File: src/design/sawarq_pkg.sv
package sawarq_pkg;

    // sizes
    localparam int NumLinks   = 8;
    localparam int LAddrW     = (NumLinks > 1) ? $clog2(NumLinks) : 1;
    localparam int LSlots     = 1 << LAddrW;
    localparam int QueueDepth = 16;
    localparam int QPtrW      = $clog2(QueueDepth);
    localparam int QCntW      = $clog2(QueueDepth + 1);
    // result queue depth, a power of two
    localparam int OutDepth   = 4;
    localparam int OqPtrW     = $clog2(OutDepth);
    localparam int OqCntW     = $clog2(OutDepth + 1);

    localparam logic [15:0] ResetTicks = 16'd1000;

    // input item kinds
    typedef enum logic [1:0] {
        MODE_SEND = 2'd0,
        MODE_RECV = 2'd1,
        MODE_TICK = 2'd2
    } t_mode;

    // result actions
    typedef enum logic [2:0] {
        ACT_NONE     = 3'd0,
        ACT_SEND     = 3'd1,
        ACT_ACK      = 3'd2,
        ACT_DELIVER  = 3'd3,
        ACT_BAD_CRC  = 3'd4,
        ACT_WRONG    = 3'd5,
        ACT_OVERFLOW = 3'd6,
        ACT_EMPTY    = 3'd7
    } t_action;

    typedef struct packed {
        logic [1:0] mode;
        logic [2:0] link;
        logic       frame_is_data;
        logic       seq_bit;
        logic       crc_ok;
        logic [7:0] payload_handle;
        logic       from_application;
    } t_in_item;

    typedef struct packed {
        logic [2:0] action;
        logic [2:0] out_link;
        logic       out_seq;
        logic [7:0] out_handle;
        logic       app_enabled;
        logic       last;
    } t_out_item;

    // one queued frame
    typedef struct packed {
        logic [2:0] link;
        logic       seq;
        logic [7:0] handle;
    } t_entry;

    // per-link sequence state
    typedef struct packed {
        logic send_b;
        logic exp_ack;
        logic exp_data;
    } t_lbits;

    // results written into the result queue in the same cycle
    typedef struct packed {
        logic [1:0] cnt;
        t_out_item  item0;
        t_out_item  item1;
    } t_push;

    // frame queue index advance with wrap
    function automatic logic [QPtrW-1:0] q_next(input logic [QPtrW-1:0] idx);
        logic [QPtrW-1:0] res;
        if (int'(idx) + 1 >= QueueDepth) begin
            res = '0;
        end else begin
            res = idx + 1'b1;
        end
        return res;
    endfunction

endpackage

File: src/design/sawarq_ram.sv
module sawarq_ram #(
    parameter int Width = 8,
    parameter int Depth = 16
) (
    input  logic                     i_clk,
    input  logic                     i_we,
    input  logic [$clog2(Depth)-1:0] i_waddr,
    input  logic [Width-1:0]         i_wdata,
    input  logic [$clog2(Depth)-1:0] i_raddr,
    output logic [Width-1:0]         o_rdata
);

    logic [Width-1:0] r_mem [Depth];
    logic [Width-1:0] r_rdata;

    // one write port, one registered read port (old data on collision)
    always_ff @(posedge i_clk) begin
        if (i_we) begin
            r_mem[i_waddr] <= i_wdata;
        end
        r_rdata <= r_mem[i_raddr];
    end

    assign o_rdata = r_rdata;

endmodule

File: src/design/sawarq_outq.sv
module sawarq_outq
    import sawarq_pkg::*;
(
    input  logic              i_clk,
    input  logic              i_rst_n,
    input  t_push             i_push,
    output logic [OqCntW-1:0] o_count,
    output logic              o_valid,
    input  logic              i_stall,
    output t_out_item         o_item
);

    t_out_item         r_q [OutDepth];
    logic [OqPtrW-1:0] r_wr;
    logic [OqPtrW-1:0] r_rd;
    logic [OqCntW-1:0] r_cnt;
    logic              pop;

    assign pop = (r_cnt != '0) && !i_stall;

    // result storage, up to two writes a cycle
    always_ff @(posedge i_clk) begin
        if (i_push.cnt != 2'd0) begin
            r_q[r_wr] <= i_push.item0;
        end
        if (i_push.cnt == 2'd2) begin
            r_q[OqPtrW'(r_wr + 1'b1)] <= i_push.item1;
        end
    end

    // pointers and fill
    always_ff @(posedge i_clk) begin
        if (!i_rst_n) begin
            r_wr  <= '0;
            r_rd  <= '0;
            r_cnt <= '0;
        end else begin
            r_wr  <= OqPtrW'(r_wr + OqPtrW'(i_push.cnt));
            r_rd  <= OqPtrW'(r_rd + OqPtrW'(pop));
            r_cnt <= OqCntW'(r_cnt + OqCntW'(i_push.cnt) - OqCntW'(pop));
        end
    end

    assign o_count = r_cnt;
    assign o_valid = (r_cnt != '0);
    assign o_item  = r_q[r_rd];

endmodule

File: src/design/stop_and_wait_arq_link_core.sv
// channel   | direction | handshake                 | payload
// ----------+-----------+---------------------------+---------------------------
// in        | input     | i_in_valid / o_in_stall   | i_in (t_in_item)
// out       | output    | o_out_valid / i_out_stall | o_out (t_out_item)
// cfg       | input     | i_cfg_valid / o_cfg_ready | i_cfg_data (retransmit ticks)
//
// an item is taken into a stage register while the per-link bit memory and the
// frame memory are read, then it is resolved and written back in the next cycle.
// one item per cycle is accepted while the result queue has room; items with two
// results are slowed by the single result port.
// reset is synchronous active low; the per-link bits read as zero until written.
// o_in_stall rises when the result queue could not hold another item's results.
module stop_and_wait_arq_link_core
    import sawarq_pkg::*;
(
    input  logic        i_clk,
    input  logic        i_rst_n,
    input  logic        i_in_valid,
    output logic        o_in_stall,
    input  t_in_item    i_in,
    output logic        o_out_valid,
    input  logic        i_out_stall,
    output t_out_item   o_out,
    input  logic        i_cfg_valid,
    output logic        o_cfg_ready,
    input  logic [15:0] i_cfg_data
);

    // config
    logic [15:0] r_ticks;

    // resolve stage
    logic     r_s1_vld;
    t_in_item r_s1;

    // queue control and timer
    logic [QPtrW-1:0] r_head, n_head;
    logic [QPtrW-1:0] r_tail, n_tail;
    logic [QCntW-1:0] r_cnt, n_cnt;
    logic [15:0]      r_rem, n_rem;
    logic             r_run, n_run;
    logic             r_app, n_app;
    t_entry           r_head_ent, n_head_ent;

    // link bit memory access
    logic [LSlots-1:0] r_lvld;
    logic              r_lb_vld;
    logic              r_lb_fwd;
    t_lbits            r_lb_fwd_data;
    t_lbits            lb_rdata, lb_cur, lb_new;
    logic              lb_we;
    logic [LAddrW-1:0] lb_waddr, lb_raddr;

    // frame memory access
    logic             r_fe_fwd;
    t_entry           r_fe_fwd_data;
    t_entry           fe_rdata, fe_cur, fe_wdata;
    logic             fe_we;
    logic [QPtrW-1:0] fe_raddr;

    // results
    t_out_item         res0, res1;
    logic [1:0]        push_cnt;
    t_push             push;
    logic [OqCntW-1:0] oq_cnt;
    logic              accept;
    logic              link_ok;

    assign o_cfg_ready = 1'b1;

    // retransmit interval register
    always_ff @(posedge i_clk) begin
        if (!i_rst_n) begin
            r_ticks <= ResetTicks;
        end else if (i_cfg_valid) begin
            r_ticks <= i_cfg_data;
        end
    end

    // input acceptance, room for two results beyond what is already due
    assign o_in_stall = (int'(oq_cnt) + int'(push_cnt)) > (OutDepth - 2);
    assign accept     = i_in_valid && !o_in_stall;

    always_ff @(posedge i_clk) begin
        if (!i_rst_n) begin
            r_s1_vld <= 1'b0;
        end else begin
            r_s1_vld <= accept;
        end
    end

    always_ff @(posedge i_clk) begin
        if (accept) begin
            r_s1 <= i_in;
        end
    end

    // memories
    assign lb_raddr = i_in.link[LAddrW-1:0];
    assign lb_waddr = r_s1.link[LAddrW-1:0];

    sawarq_ram #(
        .Width ($bits(t_lbits)),
        .Depth (LSlots)
    ) u_link_ram (
        .i_clk   (i_clk),
        .i_we    (lb_we),
        .i_waddr (lb_waddr),
        .i_wdata (lb_new),
        .i_raddr (lb_raddr),
        .o_rdata (lb_rdata)
    );

    assign fe_raddr = q_next(n_head);

    sawarq_ram #(
        .Width ($bits(t_entry)),
        .Depth (QueueDepth)
    ) u_frame_ram (
        .i_clk   (i_clk),
        .i_we    (fe_we),
        .i_waddr (r_tail),
        .i_wdata (fe_wdata),
        .i_raddr (fe_raddr),
        .o_rdata (fe_rdata)
    );

    // forwarding of same-cycle writes and link valid bits
    always_ff @(posedge i_clk) begin
        if (!i_rst_n) begin
            r_lvld   <= '0;
            r_lb_vld <= 1'b0;
            r_lb_fwd <= 1'b0;
            r_fe_fwd <= 1'b0;
        end else begin
            if (lb_we) begin
                r_lvld[lb_waddr] <= 1'b1;
            end
            r_lb_vld <= r_lvld[lb_raddr];
            r_lb_fwd <= lb_we && (lb_waddr == lb_raddr);
            r_fe_fwd <= fe_we && (r_tail == fe_raddr);
        end
    end

    always_ff @(posedge i_clk) begin
        r_lb_fwd_data <= lb_new;
        r_fe_fwd_data <= fe_wdata;
    end

    assign lb_cur  = r_lb_fwd ? r_lb_fwd_data : (r_lb_vld ? lb_rdata : '0);
    assign fe_cur  = r_fe_fwd ? r_fe_fwd_data : fe_rdata;
    assign link_ok = int'(r_s1.link) < NumLinks;

    // resolve one item: protocol update and its results
    always_comb begin
        n_head     = r_head;
        n_tail     = r_tail;
        n_cnt      = r_cnt;
        n_rem      = r_rem;
        n_run      = r_run;
        n_app      = r_app;
        n_head_ent = r_head_ent;
        lb_new     = lb_cur;
        lb_we      = 1'b0;
        fe_we      = 1'b0;
        fe_wdata   = '{link: r_s1.link, seq: lb_cur.send_b, handle: r_s1.payload_handle};
        res0       = '0;
        res0.last  = 1'b1;
        res1       = '0;
        res1.last  = 1'b1;
        push_cnt   = 2'd0;
        if (r_s1_vld) begin
            push_cnt = 2'd1;
            case (r_s1.mode)
                MODE_TICK: begin
                    if (r_run) begin
                        if (r_rem > 16'd1) begin
                            n_rem = r_rem - 16'd1;
                        end else if (r_cnt == '0) begin
                            n_rem       = '0;
                            n_run       = 1'b0;
                            res0.action = ACT_EMPTY;
                        end else begin
                            // expiry: resend head frame
                            n_rem           = r_ticks;
                            n_run           = 1'b1;
                            res0.action     = ACT_SEND;
                            res0.out_link   = r_head_ent.link;
                            res0.out_seq    = r_head_ent.seq;
                            res0.out_handle = r_head_ent.handle;
                        end
                    end
                end
                MODE_SEND: begin
                    if (link_ok) begin
                        lb_we = 1'b1;
                        if (r_cnt >= QCntW'(QueueDepth)) begin
                            res0.action   = ACT_OVERFLOW;
                            res0.out_link = r_s1.link;
                        end else begin
                            fe_we         = 1'b1;
                            n_tail        = q_next(r_tail);
                            n_cnt         = r_cnt + 1'b1;
                            lb_new.send_b = ~lb_cur.send_b;
                            if (r_s1.from_application) begin
                                n_app = 1'b0;
                            end
                            // empty queue: goes out at once
                            if (r_cnt == '0) begin
                                n_head_ent      = fe_wdata;
                                n_rem           = r_ticks;
                                n_run           = 1'b1;
                                res0.action     = ACT_SEND;
                                res0.out_link   = fe_wdata.link;
                                res0.out_seq    = fe_wdata.seq;
                                res0.out_handle = fe_wdata.handle;
                            end
                        end
                    end
                end
                MODE_RECV: begin
                    if (link_ok) begin
                        lb_we = 1'b1;
                        if (!r_s1.crc_ok) begin
                            res0.action   = ACT_BAD_CRC;
                            res0.out_link = r_s1.link;
                            res0.out_seq  = r_s1.seq_bit;
                        end else if (r_s1.frame_is_data) begin
                            // data is always acked, delivered when expected
                            res0.action   = ACT_ACK;
                            res0.out_link = r_s1.link;
                            res0.out_seq  = r_s1.seq_bit;
                            if (r_s1.seq_bit == lb_cur.exp_data) begin
                                lb_new.exp_data = ~lb_cur.exp_data;
                                res0.last       = 1'b0;
                                res1.action     = ACT_DELIVER;
                                res1.out_link   = r_s1.link;
                                res1.out_seq    = r_s1.seq_bit;
                                res1.out_handle = r_s1.payload_handle;
                                push_cnt        = 2'd2;
                            end
                        end else if (r_s1.seq_bit != lb_cur.exp_ack) begin
                            res0.action   = ACT_WRONG;
                            res0.out_link = r_s1.link;
                            res0.out_seq  = r_s1.seq_bit;
                        end else begin
                            // matching ack
                            lb_new.exp_ack = ~lb_cur.exp_ack;
                            n_run          = 1'b0;
                            n_rem          = '0;
                            n_app          = 1'b1;
                            res0.out_link  = r_s1.link;
                            if (r_cnt == '0) begin
                                res0.action = ACT_EMPTY;
                            end else begin
                                n_head = q_next(r_head);
                                n_cnt  = r_cnt - 1'b1;
                                if (r_cnt != QCntW'(1)) begin
                                    n_head_ent      = fe_cur;
                                    n_rem           = r_ticks;
                                    n_run           = 1'b1;
                                    res0.action     = ACT_SEND;
                                    res0.out_link   = fe_cur.link;
                                    res0.out_seq    = fe_cur.seq;
                                    res0.out_handle = fe_cur.handle;
                                end
                            end
                        end
                    end
                end
                default: begin
                end
            endcase
        end
        res0.app_enabled = n_app;
        res1.app_enabled = n_app;
    end

    // state update
    always_ff @(posedge i_clk) begin
        if (!i_rst_n) begin
            r_head <= '0;
            r_tail <= '0;
            r_cnt  <= '0;
            r_rem  <= '0;
            r_run  <= 1'b0;
            r_app  <= 1'b1;
        end else begin
            r_head <= n_head;
            r_tail <= n_tail;
            r_cnt  <= n_cnt;
            r_rem  <= n_rem;
            r_run  <= n_run;
            r_app  <= n_app;
        end
    end

    always_ff @(posedge i_clk) begin
        r_head_ent <= n_head_ent;
    end

    // result queue
    assign push = '{cnt: push_cnt, item0: res0, item1: res1};

    sawarq_outq u_outq (
        .i_clk   (i_clk),
        .i_rst_n (i_rst_n),
        .i_push  (push),
        .o_count (oq_cnt),
        .o_valid (o_out_valid),
        .i_stall (i_out_stall),
        .o_item  (o_out)
    );

endmodule
File: config.mk
export PLATFORM = sky130hd
export DESIGN_NAME = stop_and_wait_arq_link_core
export DESIGN_NICKNAME = d
export VERILOG_FILES = /design/src/design/sawarq_pkg.sv /design/src/design/sawarq_ram.sv /design/src/design/sawarq_outq.sv /design/src/design/stop_and_wait_arq_link_core.sv
export SDC_FILE = /design/constraint.sdc
export NUM_CORES = 1
export LEC_CHECK = 0
export BUFFER_PORTS_ARGS = -buffer_cell sky130_fd_sc_hd__buf_2
export CORE_ASPECT_RATIO = 1.2
export CORE_MARGIN = 2
export CORE_UTILIZATION = 55
export DETAILED_ROUTE_END_ITERATION = 16
export PLACE_DENSITY_LB_ADDON = 0.1
export SLEW_MARGIN = 20
export SYNTH_ARGS = -nofsm -noshare
export SYNTH_HDL_FRONTEND = slang
export SYNTH_SLANG_ARGS = --single-unit
File: constraint.sdc
create_clock -name i_clk -period 6.98 [get_ports i_clk]
set_input_delay 1.396 -clock i_clk [delete_from_list [all_inputs] [get_ports i_clk]]
set_output_delay 1.396 -clock i_clk [all_outputs]
set_load 0.1 [all_outputs]
# --- After elaboration in Yosys (flattened, before gate mapping) ---
# Memory sizes are Yosys's and may differ from the RTL's. A register that Yosys moved wholly into a read port is not among the register bits.
# Cells that the tools add are included.
op_classes:
  addsub: 15
  n_lt_le_gt_ge: 9
  n_eq_ne: 16
  muxes: 115
  bitwise: 5
  n_reduce_logical: 19
op_table:
  columns: ["op", "n"]
  rows:
  - ["$mux 16", 10]
  - ["$mux 12", 10]
  - ["$mux 15", 4]
  - ["$mux 14", 4]
  - ["$pmux 16 s3", 1]
  - ["$pmux 15 s3", 1]
  - ["$mux 1", 42]
  - ["$mux 4", 9]
  - ["$mux 13", 2]
  - ["$mux 5", 5]
  - ["$mux 8", 3]
  - ["$pmux 12 s2", 1]
  - ["$mux 7", 3]
  - ["$ge 5x5->1 const B", 4]
  - ["$gt 16x1->1 const B", 1]
  - ["$mux 2", 8]
  - ["$ne 2x2->1 const B", 8]
  - ["$sub 16x1->16 const B", 1]
  - ["$add 4x1->5 const B", 3]
  - ["$mux 3", 5]
  - ["$reduce_and 7->1", 2]
  - ["$add 4x1->4 const B", 3]
  - ["$pmux 5 s2", 1]
  - ["$mux 9", 1]
  - ["other kinds (35)", 47]
totals:
  reg_bits: 110
  ramBits: 284
  in_bits: 38
  memories: 3
mem_list:
  columns: ["name", "depth", "width", "read_ports", "rd_ports_with_merged_regs", "write_ports", "line_no", "source"]
  rows:
  - ["u_frame_ram.r_mem", 16, 12, 1, 1, 1, "sawarq_ram.sv:13", "logic [Width-1:0] r_mem [Depth];"]
  - ["u_outq.r_q", 4, 17, 1, 1, 2, "sawarq_outq.sv:13", "t_out_item r_q [OutDepth];"]
  - ["u_link_ram.r_mem", 8, 3, 1, 1, 1, "sawarq_ram.sv:13", null]

# --- Logic depth before layout (Yosys ltp) ---
logic_depth:
  depth_word: 14
  depth_mapped: 16

# --- Modules after synthesis ---
# From an unflattened synthesis, not the netlist that was laid out.
hier_totals:
  cells_unflattened: 1169
  area_unflattened_um2: 17839.6
by_module_without_submodules:
  columns: ["mod", "instances", "cells_per_inst", "area_each_um2"]
  rows:
  - ["sawarq_ram (u_frame_ram)", 1, 329, 7599.8]
  - ["stop_and_wait_arq_link_core", 1, 579, 5437.7]
  - ["sawarq_outq", 1, 211, 3759.9]
  - ["sawarq_ram (u_link_ram)", 1, 50, 1042.2]

# --- Least setup slack after synthesis ---
# Ideal clock, no wire load.
synth_path:
  path_kind: "reg2out"
  from: "reg r_lb_vld"
  to: "out o_in_stall"
  arrival_time_ps: 2773
  required_ps: 5584
  path_slack_ps: 2811
  path_stages_with_launch: 12
  path_cell_list: "dfxtp_1 -> nor2b_1 -> a22o_1 -> ha_1 -> or2_2 -> and2_1 -> ha_1 -> fa_1 -> nand3_1 -> o21a_1 -> a21oi_1 -> inv_1"
synth_via:
  elab_chain_len: 10
synth_lines:
  columns: ["element", "line_no", "source"]
  rows:
  - ["start: declaration", "stop_and_wait_arq_link_core.sv:47", "logic r_lb_vld;"]
  - ["start signal: assignment", "stop_and_wait_arq_link_core.sv:139", "r_lb_vld <= r_lvld[lb_raddr];"]
  - ["$mux 3 (2 in a row)", "stop_and_wait_arq_link_core.sv:150", "assign lb_cur = r_lb_fwd ? r_lb_fwd_data : (r_lb_vld ? lb_rdata : '0);"]
  - ["$eq 1x1->1", "stop_and_wait_arq_link_core.sv:233", "if (r_s1.seq_bit == lb_cur.exp_data) begin"]
  - ["$mux 2", "stop_and_wait_arq_link_core.sv:233", null]
  - ["$mux 2", "stop_and_wait_arq_link_core.sv:228", "end else if (r_s1.frame_is_data) begin"]
  - ["$mux 2", "stop_and_wait_arq_link_core.sv:224", "if (!r_s1.crc_ok) begin"]
  - ["$mux 2", "stop_and_wait_arq_link_core.sv:174", "case (r_s1.mode)"]
  - ["$mux 2", "stop_and_wait_arq_link_core.sv:172", "if (r_s1_vld) begin"]
  - ["$add 3x2->4", "stop_and_wait_arq_link_core.sv:81", "assign o_in_stall = (int'(oq_cnt) + int'(push_cnt)) > (OutDepth - 2);"]
  - ["$gt 4x2->1", "stop_and_wait_arq_link_core.sv:81", null]
  - ["end: declaration", "stop_and_wait_arq_link_core.sv:19", "output logic o_in_stall,"]
# No other way between the ends.

# --- Worst setup path after layout ---
layout_path:
  from: "reg r_lb_fwd"
  to: "out o_in_stall"
layout_via:
  elab_chain_len: 9
layout_lines:
  columns: ["element", "line_no", "source"]
  rows:
  - ["start: declaration", "stop_and_wait_arq_link_core.sv:48", "logic r_lb_fwd;"]
  - ["start signal: assignment", "stop_and_wait_arq_link_core.sv:140", "r_lb_fwd <= lb_we && (lb_waddr == lb_raddr);"]
  - ["$mux 3", "stop_and_wait_arq_link_core.sv:150", null]
  - ["$eq 1x1->1", "stop_and_wait_arq_link_core.sv:233", null]
  - ["$mux 2", "stop_and_wait_arq_link_core.sv:233", null]
  - ["$mux 2", "stop_and_wait_arq_link_core.sv:228", null]
  - ["$mux 2", "stop_and_wait_arq_link_core.sv:224", null]
  - ["$mux 2", "stop_and_wait_arq_link_core.sv:174", null]
  - ["$mux 2", "stop_and_wait_arq_link_core.sv:172", null]
  - ["$add 3x2->4", "stop_and_wait_arq_link_core.sv:81", null]
  - ["$gt 4x2->1", "stop_and_wait_arq_link_core.sv:81", null]
# No other way between the ends.

==> impl_metrics.csv <==
group,metric,value,unit
status,status,"completed",
synth,synthDistinctLibCells,70,
cells_and_area,areaGrowthSynthToFinish,11.8,%
cells_and_area,nFillCells,2486,
timing,layout_setup_ws,2.13,ns
timing,fin_tns_setup,0,ns
setup_path,cp_slowest_cell,"fa_1",
power,pwr_density_cell,316,nW/µm²
setup_path,crit_top_cell,"ha_1",
min_path,worstHoldStart,"r_lvld[7]$_SDFFE_PN0P_",
timing,maxSlewHeadroom,0.221,
clocking,cts_buffer_depth,3,
timing,timing.final.crit_share,0.694,
global_route,antenna_found_initial,0,
floorplan,start_util,0.560,
min_path,worstHoldPathCells,1,
setup_path,worstSetupPathType,"flip-flop to primary output",
timing,fin_crit,4.85,ns
global_route,grt_pass1_wl,66000,µm
min_path,hold_path.class,"flip-flop to flip-flop",
timing,fmax,0.206,GHz
drt,drt-total-wl,43100,µm
synth,netlist_top_cells_count,"edfxtp_1 (305), nand2_1 (147), dfxtp_1 (104), nor2_1 (91), clkbuf_1 (61)",
timing,finalMaxSlewViolations,0,
timing,rsz0062_at_grt,"false",
timing,setup_viol,0,
clocking,cts.sink_count,409,
clocking,postCtsSetupBuffers,0,
global_route,grt_use_total,0.262,
floorplan,fp.dieH,200,µm
drt,drc,0,
floorplan,rows,71,
clocking,cts_hold_buf,0,
setup_path,crit_start,"r_lb_fwd$_SDFF_PN0_",
synth,ys_warn_count,0,
synth,async_reset_ff_frac,0,
setup_path,cp_cell_sequence,"nor2b_1 > a22o_1 > ha_1 > or2_2 > and2_1 > ha_1 > fa_1 > o21a_1 > a21oi_1 > inv_1 > buf_2",
synth,syn-cell-area,17600,µm²
drt,firstDrtPassIters,5,
synth,synth-edff-count,305,
setup_path,cp.arrival,3.45,ns
floorplan,dieArea,33500,µm²
setup_path,crit_required,5.58,ns
drt,ant_nets,0,
synth,ys_seq_area_frac,0.638,
synth,yosysMostFrequentCell,"edfxtp_1",
place,dp_slack,2.47,ns
job,drv_cap,0,
drt,avgViaCountPerCell,6.20,
place,portBuffers,56,
cells_and_area,nNetsFinal,1475,
clocking,clkTransAtPathRegs,0.05,ns
setup_path,endpoint_kind,"primary output",
drt,drtIter0Drc,1018,
cells_and_area,multi_input_comb_area,5970,µm²
timing,final_hold_viol_count,0,
drt,wl_per_cell,23.3,µm
place,dpl.hpwl,27300,µm
floorplan,core-area,31400,µm²
setup_path,crit_path_start_kind,"flip-flop",
cells_and_area,n_antenna_cell,0,
synth,syn-instance-count,1368,
clocking,h-tree-depth,2,
setup_path,r2r-start,"r_cnt[0]$_SDFFE_PN0P_",
clocking,cts_tree,"built",
setup_path,r2r.worst_path.cells,14,
synth,synthFlopType,"edfxtp_1",
clocking,ctsResizeCount,0,
clocking,cts-root-buf,"clkbuf_16",
place,place.gp.congestion,0.878,
timing,fin_skew,0.0204,ns
synth,synth.avg_cell_area,12.9,µm²
clocking,cts_buffers,43,
global_route,grt_pass1_vias,11500,
global_route,grt_max_degree,59,
power,p_leak,6.75,nW
synth,synthTopCellsByArea,"edfxtp_1 (52%), dfxtp_1 (12%), mux4_2 (3.2%)",
cells_and_area,ff_latch_area,11200,µm²
cells_and_area,fin_cells,1850,
global_route,grt-ovfl-total,0,
synth,syn_nets,1428,
clocking,clock_latency,0.55,ns
drt,vias,11500,
timing,worstMarginPinSlew,1.16,ns
power,peakVddDrop,345,µV
synth,yosysTopAreaCell,"edfxtp_1",
place,placed_cells_incl_taps,1771,
synth,post-synth-top-area-fraction,0.520,
floorplan,chipWidth,167,µm
setup_path,critical_path.max_fanout,5,
cells_and_area,drive_gt1_frac,0.150,
floorplan,ios,58,
synth,ys_seq_elements,409,
setup_path,critPathMaxStageDelay,0.39,ns
-- cells in the final DEF, fill, tap and decap left out, drive strengths merged, types with 4 or more instances in the layout --
cell type	instances
edfxtp	305
nand2	148
dfxtp	104
buf	93
nor2	92
clkbuf	67
a21oi	54
a22o	48
o21ai	47
mux2i	45
nor3b	44
nand4	31
nor4	29
mux4	25
a2111oi	22
and2	22
nand3	20
ha	20
xnor2	19
inv	19
and3	17
a22oi	16
mux2	15
nor3	15
nor2b	13
a32o	13
nand2b	12
clkinv	11
a221oi	10
xor2	10
a31oi	6
o31ai	5
o211a	5
o211ai	4
-- sequential cells by signal, summed over array words and instances, names as in the netlist, 2 cells and up --
name	flops
r_cnt	5
r_rem	16
r_lvld	8
r_head_ent	12
r_tail	4
u_outq.r_q	68
u_outq.o_count	3
lb_waddr	3
fe_wdata	8
r_fe_fwd_data	12
r_head	4
u_frame_ram.r_mem	192
u_link_ram.r_mem	24
u_frame_ram.o_rdata	12
r_ticks	16
u_outq.r_wr	2
u_link_ram.o_rdata	3
r_s1	6
u_outq.r_rd	2
r_lb_fwd_data	3
-- worst paths after layout --
path | slack [ns] | to
worst min-delay path | 0.47 | r_lvld[7]$_SDFFE_PN0P_
worst min register to register | 0.47 | r_lvld[7]$_SDFFE_PN0P_
worst max register to register | 2.41 | u_frame_ram.o_rdata[9]$_DFF_P_
worst max-delay path | 2.13 | o_in_stall
-- worst max-delay path: cells and delay by family (launching register included) --
family                   cells  cell delay (ns)
adder cells (fa/ha/maj)      3             0.95
AND/OR/NAND/NOR              3             0.63
buffers and inverters        2             0.34
AO/OA/AOI/OAI                3             0.60
flip-flops                   1             0.38
-- stage by stage --
step,utilization,total power [mW],hold slack [ns],instance area [µm²]
3_3_place_gp,0.582,4.06,0.443,18300
6_report,0.626,6.23,0.467,19700
4_1_cts,0.625,6.27,0.469,19700
2_1_floorplan,-,3.79,0.420,17600
5_1_grt,0.626,6.46,0.482,19700
3_5_place_dp,0.582,4.08,0.455,18300
-- power by group --
| part | total (mW) | internal (mW) | switching, mW | leakage, nW |
|---|---|---|---|---|
| Clock | 2.20 | 1.30 | 0.899 | 0.664 |
| Combinational | 1.17 | 0.312 | 0.856 | 2.44 |
| Sequential | 2.85 | 2.77 | 0.0798 | 3.64 |
-- kinds of logic (layout without fill, tap and decap cells) --
logic type,after synthesis,count (layout),share of synthesized area
fa+ha+maj,22,22,0.0165
buf+inv,111,192,0.0273
other cells,1,1,0.000213
compound gates,251,251,0.103
xor+xnor,29,29,0.0144
mux,85,85,0.0678
simple gates,460,460,0.133
flops,409,409,0.638
-- final cells by class --
type	count	share of cell area
clock inverter	12	0.00540
tap	401	0.0255
multi-input combinational	848	0.303
clock buffer	67	0.0635
sequential	409	0.571
inverter	20	0.00381
timing repair buffer	93	0.0283
-- metal layers --
metal | GRT usage | part of all wire | vias up | wire length (µm)
met1 | 0.322 | 0.39 | 5679 | 17000
li1 | - | - | 5305 | -
met2 | 0.463 | 0.51 | 380 | 22000
met3 | 0.0317 | 0.049 | 102 | 2100
met4 | 0.127 | 0.047 | 0 | 2020
met5 | 0 | 0 | - | 0
(Power assumes the default switching activity.)
